File: src/design/cbrd_pkg.sv
// ---------------------------------------------------------------------------
// cbrd_pkg
// Constants, codes and shared types of the counter-based random draw.
// ---------------------------------------------------------------------------
`timescale 1ns / 1ps

package cbrd_pkg;

   localparam logic [63:0] GOLDEN = 64'h9E37_79B9_7F4A_7C15;
   localparam logic [63:0] MIX_M1 = 64'hBF58_476D_1CE4_E5B9;
   localparam logic [63:0] MIX_M2 = 64'h94D0_49BB_1331_11EB;

   localparam logic [5:0] PRE_SHIFT = 6'd30;
   localparam logic [4:0] M1_SHIFT  = 5'd27;
   localparam logic [4:0] M2_SHIFT  = 5'd31;

   // Register stages from input to result register.
   localparam int unsigned PIPE_DEPTH = 13;

   typedef enum logic [1:0] {
      FUNC_RAW = 2'd0,
      FUNC_INT = 2'd1,
      FUNC_FIX = 2'd2
   } func_type;

   typedef enum logic {
      ROUND_M1,
      ROUND_M2
   } round_type;

   // Sideband that travels alongside the hash word.
   typedef struct packed {
      logic [1:0]         func;
      logic signed [31:0] lo;
      logic signed [31:0] hi;
      logic [32:0]        span;
      logic [31:0]        raw;
   } side_type;

endpackage

File: src/design/cbrd_mix_round.sv
// ---------------------------------------------------------------------------
// cbrd_mix_round
// One multiply-xorshift round of the finaliser over two register stages.
// ---------------------------------------------------------------------------
`timescale 1ns / 1ps

module cbrd_mix_round (
   input  logic                clock,
   input  logic                reset,
   input  cbrd_pkg::round_type round_sel,
   input  logic                in_valid,
   output logic                in_ready,
   input  logic [63:0]         in_x,
   input  cbrd_pkg::side_type  in_side,
   output logic                out_valid,
   input  logic                out_ready,
   output logic [63:0]         out_x,
   output cbrd_pkg::side_type  out_side
);

   logic [63:0]        mult;
   logic [4:0]         shift;

   logic               p_ready;
   logic               p_valid_ff, p_valid_in;
   logic [63:0]        p_ll_ff, p_ll_in;
   logic [31:0]        p_hl_ff, p_hl_in;
   logic [31:0]        p_lh_ff, p_lh_in;
   cbrd_pkg::side_type p_side_ff;

   logic               s_ready;
   logic               s_valid_ff, s_valid_in;
   logic [63:0]        sum;
   logic [63:0]        s_x_ff, s_x_in;
   cbrd_pkg::side_type s_side_ff;

   always_comb begin
      case (round_sel)
         cbrd_pkg::ROUND_M2: begin
            mult  = cbrd_pkg::MIX_M2;
            shift = cbrd_pkg::M2_SHIFT;
         end
         default: begin
            mult  = cbrd_pkg::MIX_M1;
            shift = cbrd_pkg::M1_SHIFT;
         end
      endcase
   end

   // Partial products; the upper cross terms only matter modulo 2^32.
   assign p_ll_in = in_x[31:0] * mult[31:0];
   assign p_hl_in = in_x[63:32] * mult[31:0];
   assign p_lh_in = in_x[31:0] * mult[63:32];

   // Recombine and fold the high bits back down.
   assign sum    = p_ll_ff + {p_hl_ff + p_lh_ff, 32'd0};
   assign s_x_in = sum ^ (sum >> shift);

   assign s_ready    = !s_valid_ff || out_ready;
   assign p_ready    = !p_valid_ff || s_ready;
   assign p_valid_in = p_ready ? in_valid : p_valid_ff;
   assign s_valid_in = s_ready ? p_valid_ff : s_valid_ff;

   always_ff @(posedge clock) begin
      if (reset) begin
         p_valid_ff <= 1'b0;
         s_valid_ff <= 1'b0;
      end else begin
         p_valid_ff <= p_valid_in;
         s_valid_ff <= s_valid_in;
      end
   end

   always_ff @(posedge clock) begin
      if (p_ready) begin
         p_ll_ff   <= p_ll_in;
         p_hl_ff   <= p_hl_in;
         p_lh_ff   <= p_lh_in;
         p_side_ff <= in_side;
      end
      if (s_ready) begin
         s_x_ff    <= s_x_in;
         s_side_ff <= p_side_ff;
      end
   end

   assign in_ready  = p_ready;
   assign out_valid = s_valid_ff;
   assign out_x     = s_x_ff;
   assign out_side  = s_side_ff;

endmodule

File: config.mk
export PLATFORM = sky130hd
export DESIGN_NAME = cbrd_mix_round
export DESIGN_NICKNAME = d
export VERILOG_FILES = /design/src/design/cbrd_pkg.sv /design/src/design/cbrd_mix_round.sv
export SDC_FILE = /design/constraint.sdc
export NUM_CORES = 2
export LEC_CHECK = 0
export BUFFER_PORTS_ARGS = -buffer_cell sky130_fd_sc_hd__buf_4
export CORE_MARGIN = 10
export CORE_UTILIZATION = 25
export DETAILED_ROUTE_END_ITERATION = 8
export PLACE_DENSITY = 0.43
export SYNTH_ARGS = -nofsm -noshare
export SYNTH_HDL_FRONTEND = slang
export SYNTH_SLANG_ARGS = --single-unit
File: constraint.sdc
create_clock -name clock -period 28.6 [get_ports clock]
set_clock_uncertainty 0.1 [all_clocks]
set_input_delay 8.58 -clock clock [delete_from_list [all_inputs] [get_ports clock]]
set_output_delay 8.58 -clock clock [all_outputs]
set_load 0.01 [all_outputs]
==> metrics.md <==
| Metric | Value |
|---|---|
| DP Wirelength | 195000 um |
| CTS tree | done |
| Setup CP Type | primary input to output pin |
| Final setup violation count | 0 |
| Largest net degree at the start of global routing | 158 |
| DR iter-0 viols | 2756 |
| Clock latency on the worst-skew pair | 660 ps |
| Most numerous cell in the Yosys netlist | inv_1 |
| Synth Area in Simple Gates | 4.72% |
| Syn Std Cell Area | 63300 um2 |
| Setup slack after layout | 9840 ps |
| Slowest cell delay on critical path | 550 ps |
| Worst Setup SP | out_ready |
| Max Root-Sink Buffers | 3 |
| MaxCap Viol Count | 0 |
| CP Max Fanout | 45 |
| WP data required | 19920 ps |
| CTS sink cnt | 454 |
| Register area share after synthesis | 21.5% |
| Avg Vias per Cell | 4.33 |
| Top cell by count, worst path | buf_4 |
| CTS clock-pin slew for the worst setup and hold paths | 60 ps |
| Placed Cells | 9387 |
| Worst slack, placed | 9810 ps |
| IO buf count | 396 |
| Cts bufs inserted | 56 |
| Slew at the pin closest to its max-slew limit | 1270 ps |
| Gr ovfl total | 0 |
| Final Wtd Congestion | 0.923 |
| Slowest CP cell | nand2_4 |
| Setup Buffers After CTS | 0 |
| # rows | 184 |
| WL per Instance | 23.9 um |
| Final #Nets | 8297 |
| Synthesized area per cell | 11.1 um2 |
| First-pass GRT wire length | 325000 um |
| Initial Util | 25.2% |
| Post-synthesis adder-cell area fraction | 53.3% |
| Mux cell area share after synthesis | 0.445% |
| CP arrival | 10080 ps |
| FF+latch count, synth | 454 |
| Hold Startpoint | p_side_ff[45] |
| Vias in the first global route | 44911 |
| Die Ht | 523 um |
| Total number of yosys warnings | 0 |
| IO Pins | 397 |
| DR DRC count | 0 |
| Vias | 41097 |
| Cell Count, Final, Fillers Out | 9495 |
| Tcrit/Tclk final | 65.6% |
| Final core occ | 28.7% |
| CP Cell Sequence | buf_4, nor2b_1, nand2_4, buf_4 |
| Post-synth EDFFs | 452 |
| Status | finished clean |
| Die area | 274000 um2 |
| Max Freq | 0.0533 GHz |
| Ys flop type | edfxtp_1 |
| Post-synth top cells | 1626 x inv_1, 1163 x fa_1, 837 x ha_1 |
| Period minus WS final | 18760 ps |
| Worst slew margin | 15.0% |
| ANT nets after route | 0 |
| Min-Delay Path Depth | 0 |
| Synth area leader | fa_1 |
| Initial antenna violation count | 20 |
| RR Startpoint | p_ll_ff[0] |
| Core Box Area | 252000 um2 |
| GRT Overall Usage | 16.3% |
| Width of the chip | 523 um |
| Post-route setup TNS | 0 ps |
| Post-synthesis compound-gate area fraction | 5.61% |
| DR pass1 iterations | 5 |
| Worst setup SP type | primary input |
| Slew Viols, Final | 0 |
| FFs w/ async S/R, synth | 0% |
| Post_cts resized | 0 |
| Synth area leaders | fa_1 37%, edfxtp_1 21%, ha_1 17% |
| Worst reg-to-reg path cell count | 19 |
| Largest family of logic cells by synthesized area | adder cells |
| RSZ-0062 raised after global routing | false |
| Layout area overhead | 14.1% |
| Yosys top cell area share | 36.8% |
| WL final | 227000 um |
| Class of the worst hold path | flip-flop to flip-flop |
| Post-CTS Hold Buffers | 0 |
| Cells after synthesis | 5686 |
| Endpoint class of the critical path | output pin |
| H-tree depth | 2 |
| Final hold vios | 0 |
| Xor-xnor portion of the synthesized cell area | 4.03% |
| Root buffer cell | clkbuf_16 |
| Cell variety after synth | 92 |
| Share of cells above drive strength 1 | 9.09% |
[flip-flops by register name, indices dropped and copies added, names as in the netlist]
register / flops
p_hl_ff: 32
p_ll_ff: 64
out_side: 131
out_valid: 1
out_x: 64
p_valid_ff: 1
p_side_ff: 131
p_lh_ff: 30
[final cells by class]
type                            count  area [um2]
Inverter                         1629        6120
Tap cell                         3348        4190
Timing Repair Buffer              418        3150
Sequential cell                   454       13600
Clock buffer                       76        1510
Antenna cell                        6        15.0
Clock inverter                     26         299
Fill cell                       26294      179000
Multi-Input combinational cell   3538       43300
[layer usage]
metal,wire (um),track usage [%]
met5,172,0
met2,109000,27.9
met1,98400,21.6
met4,5590,3.65
met3,13900,2.89
[placed cells by master, fill, tap and decap left out, types with 6 or more instances in the layout]
cell	instances
o211ai_1	10
and2_1	19
a21boi_0	9
clkbuf_16	56
nor2b_1	27
buf_4	417
fa_1	1163
nand4_1	14
xnor2_1	232
nand2b_1	32
a211o_1	7
mux2i_1	27
diode_2	6
xor2_1	58
inv_1	1624
o31ai_1	10
o21ai_0	81
clkinv_1	7
nor3_1	35
o21ai_1	10
and3_1	18
o21a_1	27
a21oi_1	165
a31oi_1	13
a211oi_1	33
clkbuf_1	17
edfxtp_1	452
nand3_1	31
or2_2	16
nor4_1	7
o21bai_1	26
nor2_1	164
ha_1	837
or3_1	13
nand2_1	245
a21o_1	56
conb_1	48
[logic make-up after synthesis]
family / Yosys count
XOR/XNOR: 291
flip-flops: 454
other: 2
multiplexers: 28
AND/OR/NAND/NOR: 647
adder cells (fa/ha/maj): 2000
AO/OA/AOI/OAI: 524
buffers and inverters: 1740
[path summary, 6_finish.rpt]
check	slack, ps	endpoint
min reg2reg	290	out_side[45]
max	9840	in_ready
min	290	out_side[45]
max reg2reg	22020	out_x[32]
[stage by stage]
stage               hold WS [ps]  instance area [um2]
global route                 308                72200
global placement             301                70400
finish                       290                72200
detailed placement           305                70400
floorplan                    300                63500
CTS                          288                72200
[worst max-delay path, delay by kind of cell]
family                 cells  cell delay [ps]
buffers and inverters      2              450
and+or+nand+nor            2             1050
Power is not shown: default switching activity piles up to over one toggle a cycle in this logic, so the estimate is an artifact.
