**config.mk**
```make
export PLATFORM = sky130hd
export DESIGN_NAME = cbrd_scale
export DESIGN_NICKNAME = d
export VERILOG_FILES = /design/src/design/cbrd_pkg.sv /design/src/design/cbrd_scale.sv
export SDC_FILE = /design/constraint.sdc
export NUM_CORES = 2
export LEC_CHECK = 0
export ABC_AREA = 1
export BUFFER_PORTS_ARGS = -buffer_cell sky130_fd_sc_hd__clkbuf_2
export CAP_MARGIN = 20
export CORE_MARGIN = 2
export CORE_UTILIZATION = 55
export CTS_BUF_LIST = sky130_fd_sc_hd__clkbuf_16
export DETAILED_ROUTE_END_ITERATION = 8
export GPL_TIMING_DRIVEN = 0
export PLACE_DENSITY_LB_ADDON = 0.2
export SETUP_SLACK_MARGIN = 0.5
export SLEW_MARGIN = 20
export SYNTH_ARGS = -nofsm -noshare
export SYNTH_HDL_FRONTEND = slang
export SYNTH_SLANG_ARGS = --single-unit
```
**constraint.sdc**
```tcl
create_clock -name clock -period 8.8 [get_ports clock]
set_input_delay 0.44 -clock clock [delete_from_list [all_inputs] [get_ports clock]]
set_output_delay 0.44 -clock clock [all_outputs]
set_load 0.01 [all_outputs]
```
**src/design/cbrd_pkg.sv**
```systemverilog
// ---------------------------------------------------------------------------
// cbrd_pkg
// Constants, codes and shared types of the counter-based random draw.
// ---------------------------------------------------------------------------
`timescale 1ns / 1ps

package cbrd_pkg;

   localparam logic [63:0] GOLDEN = 64'h9E37_79B9_7F4A_7C15;
   localparam logic [63:0] MIX_M1 = 64'hBF58_476D_1CE4_E5B9;
   localparam logic [63:0] MIX_M2 = 64'h94D0_49BB_1331_11EB;

   localparam logic [5:0] PRE_SHIFT = 6'd30;
   localparam logic [4:0] M1_SHIFT  = 5'd27;
   localparam logic [4:0] M2_SHIFT  = 5'd31;

   // Register stages from input to result register.
   localparam int unsigned PIPE_DEPTH = 13;

   typedef enum logic [1:0] {
      FUNC_RAW = 2'd0,
      FUNC_INT = 2'd1,
      FUNC_FIX = 2'd2
   } func_type;

   typedef enum logic {
      ROUND_M1,
      ROUND_M2
   } round_type;

   // Sideband that travels alongside the hash word.
   typedef struct packed {
      logic [1:0]         func;
      logic signed [31:0] lo;
      logic signed [31:0] hi;
      logic [32:0]        span;
      logic [31:0]        raw;
   } side_type;

endpackage

```
**src/design/cbrd_scale.sv**
```systemverilog
// ---------------------------------------------------------------------------
// cbrd_scale
// Scale a 53-bit fraction onto the span, offset, clamp and select the result.
// ---------------------------------------------------------------------------
`timescale 1ns / 1ps

module cbrd_scale (
   input  logic               clock,
   input  logic               reset,
   input  logic               in_valid,
   output logic               in_ready,
   input  logic [52:0]        in_m,
   input  cbrd_pkg::side_type in_side,
   output logic               out_valid,
   input  logic               out_ready,
   output logic [31:0]        out_value
);

   // Stage 1: partial products of fraction and span
   logic               a_ready;
   logic               a_valid_ff, a_valid_in;
   logic [53:0]        a_ph_ff, a_ph_in;
   logic [64:0]        a_pl_ff, a_pl_in;
   cbrd_pkg::side_type a_side_ff;

   // Stage 2: floor of the product
   logic               b_ready;
   logic               b_valid_ff, b_valid_in;
   logic [53:0]        b_sum;
   logic [32:0]        b_q_ff, b_q_in;
   cbrd_pkg::side_type b_side_ff;

   // Stage 3: offset, clamp and select
   logic               c_ready;
   logic               c_valid_ff, c_valid_in;
   logic signed [33:0] c_lo_wide;
   logic signed [33:0] c_hi_wide;
   logic signed [33:0] c_r_wide;
   logic [31:0]        c_value_ff, c_value_in;

   assign a_ph_in = in_m[52:32] * in_side.span;
   assign a_pl_in = in_m[31:0] * in_side.span;

   assign b_sum  = a_ph_ff + {21'd0, a_pl_ff[64:32]};
   assign b_q_in = b_sum[53:21];

   assign c_lo_wide = {{2{b_side_ff.lo[31]}}, b_side_ff.lo};
   assign c_hi_wide = {{2{b_side_ff.hi[31]}}, b_side_ff.hi};
   assign c_r_wide  = c_lo_wide + $signed({1'b0, b_q_ff});

   always_comb begin
      case (b_side_ff.func)
         cbrd_pkg::FUNC_RAW: c_value_in = b_side_ff.raw;
         cbrd_pkg::FUNC_INT: begin
            // Clamp to the upper bound.
            if (c_r_wide > c_hi_wide) begin
               c_value_in = b_side_ff.hi;
            end else begin
               c_value_in = c_r_wide[31:0];
            end
         end
         cbrd_pkg::FUNC_FIX: c_value_in = c_r_wide[31:0];
         default:            c_value_in = 32'd0;
      endcase
   end

   assign c_ready    = !c_valid_ff || out_ready;
   assign b_ready    = !b_valid_ff || c_ready;
   assign a_ready    = !a_valid_ff || b_ready;
   assign a_valid_in = a_ready ? in_valid : a_valid_ff;
   assign b_valid_in = b_ready ? a_valid_ff : b_valid_ff;
   assign c_valid_in = c_ready ? b_valid_ff : c_valid_ff;

   always_ff @(posedge clock) begin
      if (reset) begin
         a_valid_ff <= 1'b0;
         b_valid_ff <= 1'b0;
         c_valid_ff <= 1'b0;
      end else begin
         a_valid_ff <= a_valid_in;
         b_valid_ff <= b_valid_in;
         c_valid_ff <= c_valid_in;
      end
   end

   always_ff @(posedge clock) begin
      if (a_ready) begin
         a_ph_ff   <= a_ph_in;
         a_pl_ff   <= a_pl_in;
         a_side_ff <= in_side;
      end
      if (b_ready) begin
         b_q_ff    <= b_q_in;
         b_side_ff <= a_side_ff;
      end
      if (c_ready) begin
         c_value_ff <= c_value_in;
      end
   end

   assign in_ready  = a_ready;
   assign out_valid = c_valid_ff;
   assign out_value = c_value_ff;

endmodule

```
==> impl_metrics.csv <==
group,metric,value,unit
outcome,outcome,"completed",
final_layout,seqCellArea,10500,um2
die,start_util,0.553,
route,postRouteAntennaNets,0,
place,place_inst,11400,
place,portBuffers,137,
grt,gr-total-overflow,0,
sta,setup_tns,0,ns
sta,setup_violations,0,
synthesis,yosysTopAreaCell,"fa_1",
grt,grt_antenna_before_repair,21,
final_layout,fin_nets,11900,
synthesis,synth.area.top_cells,"fa_1, edfxtp_1, inv_1, nand2_1, ha_1",
place,dp_hpwl,261000,um
worst_setup_path,arrival,8.66,ns
worst_setup_path,startpoint,"in_side[52]",
worst_setup_path,crit_path_top_delay_cell,"clkbuf_1",
synthesis,synth_enable_flop_cells,348,
worst_setup_path,r2r_cells,18,
synthesis,synth_nets,11700,
worst_setup_path,r2r-end,"out_value[28]",
job,drv_cap,0,
route,vias,64100,
final_layout,final_common_cell,"inv_1",
sta,hold_ws,0.0755,ns
synthesis,yosys.area.top_type_share,0.399,
sta,rsz0062_at_grt,"true",
grt,grt_max_degree,68,
sta,maxSlewViolCount,0,
final_layout,drive_gt1_frac,0.0351,
sta,slew_headroom,0.0791,
synthesis,yosysWarnings,0,
synthesis,postSynthAreaPerCell,8.01,um2
cts,clock_latency,0.54,ns
hold_path,hold_class,"in2reg",
grt,grt_pass1_vias,66200,
cts,cts_tree,"yes",
cts,cts_hold_buf,0,
die,core,137000,um2
worst_setup_path,path_buf_inv,5,
cts,clock_sinks,351,
sta,fmax,121,MHz
route,routedWlPerCell,26.6,um
sta,min_period_over_period,0.942,
cts,clockBufferDepth,3,
worst_setup_path,slowest_delay,0.84,ns
worst_setup_path,crit_top_cell,"fa_1",
die,die_width,376,um
worst_setup_path,path_max_fanout,10,
sta,hold_viol,0,
die,dieArea,141000,um2
cts,post-cts-setup-buffer-count,0,
die,fp.dieH,376,um
final_layout,fillerInstances,12800,
final_layout,multi_input_area,53500,um2
route,drc_errors,0,
sta,fin_worst_skew,0.0368,ns
worst_setup_path,critPathKind,"in2reg",
route,drt_wl_total,306000,um
cts,cts_resized,2,
worst_setup_path,rrSetupSlack,4.25,ns
sta,tightest_slew,1.38,ns
worst_setup_path,startpoint_type,"primary input",
route,viasPerCell,5.58,
synthesis,synth_cell_types,42,
die,rows,136,
final_layout,area_delta_synth_final,6.04,%
final_layout,final_cells,11500,
synthesis,ys_async_sr_fraction,0,
worst_setup_path,critPathCaptureType,"flip-flop",
sta,fin_crit,8.29,ns
worst_setup_path,path_depth,22,
worst_setup_path,cp.required,9.16,ns
synthesis,synth-seq-area-share,0.138,
synthesis,syn_inst,9481,
cts,root_buffer,"clkbuf_16",
cts,path_clk_slew,0.06,ns
grt,grt_pass1_wl,441000,um
worst_setup_path,regToRegStartpoint,"b_q_ff[0]",
synthesis,synth_area,75900,um2
route,first_pass_iters,8,
cts,h-tree-depth,2,
final_layout,fin_util,0.586,
grt,track_usage,0.440,
worst_setup_path,cp-endpoint,"a_pl_ff[46]",
die,ios,222,
worst_setup_path,worstPathCellList,"clkbuf_1, clkbuf_1, nand2_1, fa_1, inv_1, fa_1, fa_1, fa_1, fa_1, fa_1, fa_1, inv_1, fa_1, inv_1, ha_1, a21oi_1, o21ai_0, a21oi_1, o21ai_0, a21oi_1, nand2_1, nand2_1",
cts,numCtsBuffers,35,
place,routabilityCongestion,1.10,
final_layout,layout_common_cells,"inv_1, nand2_1, fa_1",
route,drt_iter0_drc,7212,
synthesis,ys_ff_latch,351,
synthesis,ys.flop_type,"edfxtp_1",
worst_setup_path,critical-path-top-delay-family,"adder cells",
## cells in the mapped netlist, types with 2 or more instances
library cell	instances
inv_1	2741
nand2_1	2551
fa_1	1512
ha_1	524
clkbuf_1	406
nor2_1	400
edfxtp_1	348
a21oi_1	278
nand3_1	203
o21ai_0	192
xor2_1	77
nor3_1	41
o21bai_1	28
xnor2_1	25
nand4_1	21
nor4_1	18
nand3b_1	15
a21o_1	14
a31oi_1	14
o21a_1	11
a21boi_0	9
buf_1	8
buf_6	6
o21ai_1	6
buf_2	5
o211ai_1	4
a211oi_1	3
and2_1	3
dfxtp_1	3
nor2_2	2
or2_2	2
## routing by layer
metal  track usage  wire length [um]  up-vias
met5       0.00583               229        -
met4         0.251             22100       20
li1              -                 -    27600
met3         0.153             41900      826
met1         0.562            114000    31700
met2         0.652            128000     3934
## worst min-delay path by stage
stage	startpoint	to	slack [ns]	cells past startpoint
2_1_floorplan	a_side_ff[0]	b_side_ff[0]	0.40	0
3_3_place_gp	a_side_ff[98]	b_side_ff[98]	0.40	0
3_5_place_dp	a_side_ff[28]	b_side_ff[28]	0.40	0
4_1_cts	in_side[95]	a_side_ff[95]	0.06	1
5_1_grt	in_side[95]	a_side_ff[95]	0.06	1
6_report	in_side[95]	a_side_ff[95]	0.08	1
## final cells by class
cell class | instances | share of cell area
multi-input combinational | 5964 | 0.664
tap | 1794 | 0.0279
clock inverter | 24 | 0.00430
inverter | 2741 | 0.128
clock buffer | 35 | 0.0109
antenna | 6 | 0.000186
sequential | 351 | 0.131
buffer | 425 | 0.0223
timing repair buffer | 152 | 0.0116
## cells by family (layout without fill, tap and decap cells)
logic type | after synthesis | in the layout | share of synthesized area
AO/OA/AOI/OAI | 562 | 562 | 0.0397
adder cells (fa/ha/maj) | 2036 | 2036 | 0.485
flip-flops | 351 | 351 | 0.138
AND/OR/NAND/NOR | 3264 | 3264 | 0.168
other | 0 | 6 | 0
buffers and inverters | 3166 | 3377 | 0.157
XOR/XNOR | 102 | 102 | 0.0118
## metrics by stage
step	cell area (um2)	setup slack [ns]
after CTS	80400	0.523
after floorplan	75900	2.04
final	80500	0.507
after global placement	78900	-0.536
after global routing	80500	0.470
after detailed placement	79200	-0.128
## state kept, by name (all words and copies together) (netlist names)
register / count
a_pl_ff: 33
out_valid: 1
b_valid_ff: 1
a_valid_ff: 1
out_value: 32
b_side_ff: 98
a_ph_ff: 54
a_side_ff: 98
b_q_ff: 33
Power is left out: the tool's default activity adds up to more than one toggle a clock period on the data nets, which glitch-free logic cannot reach.
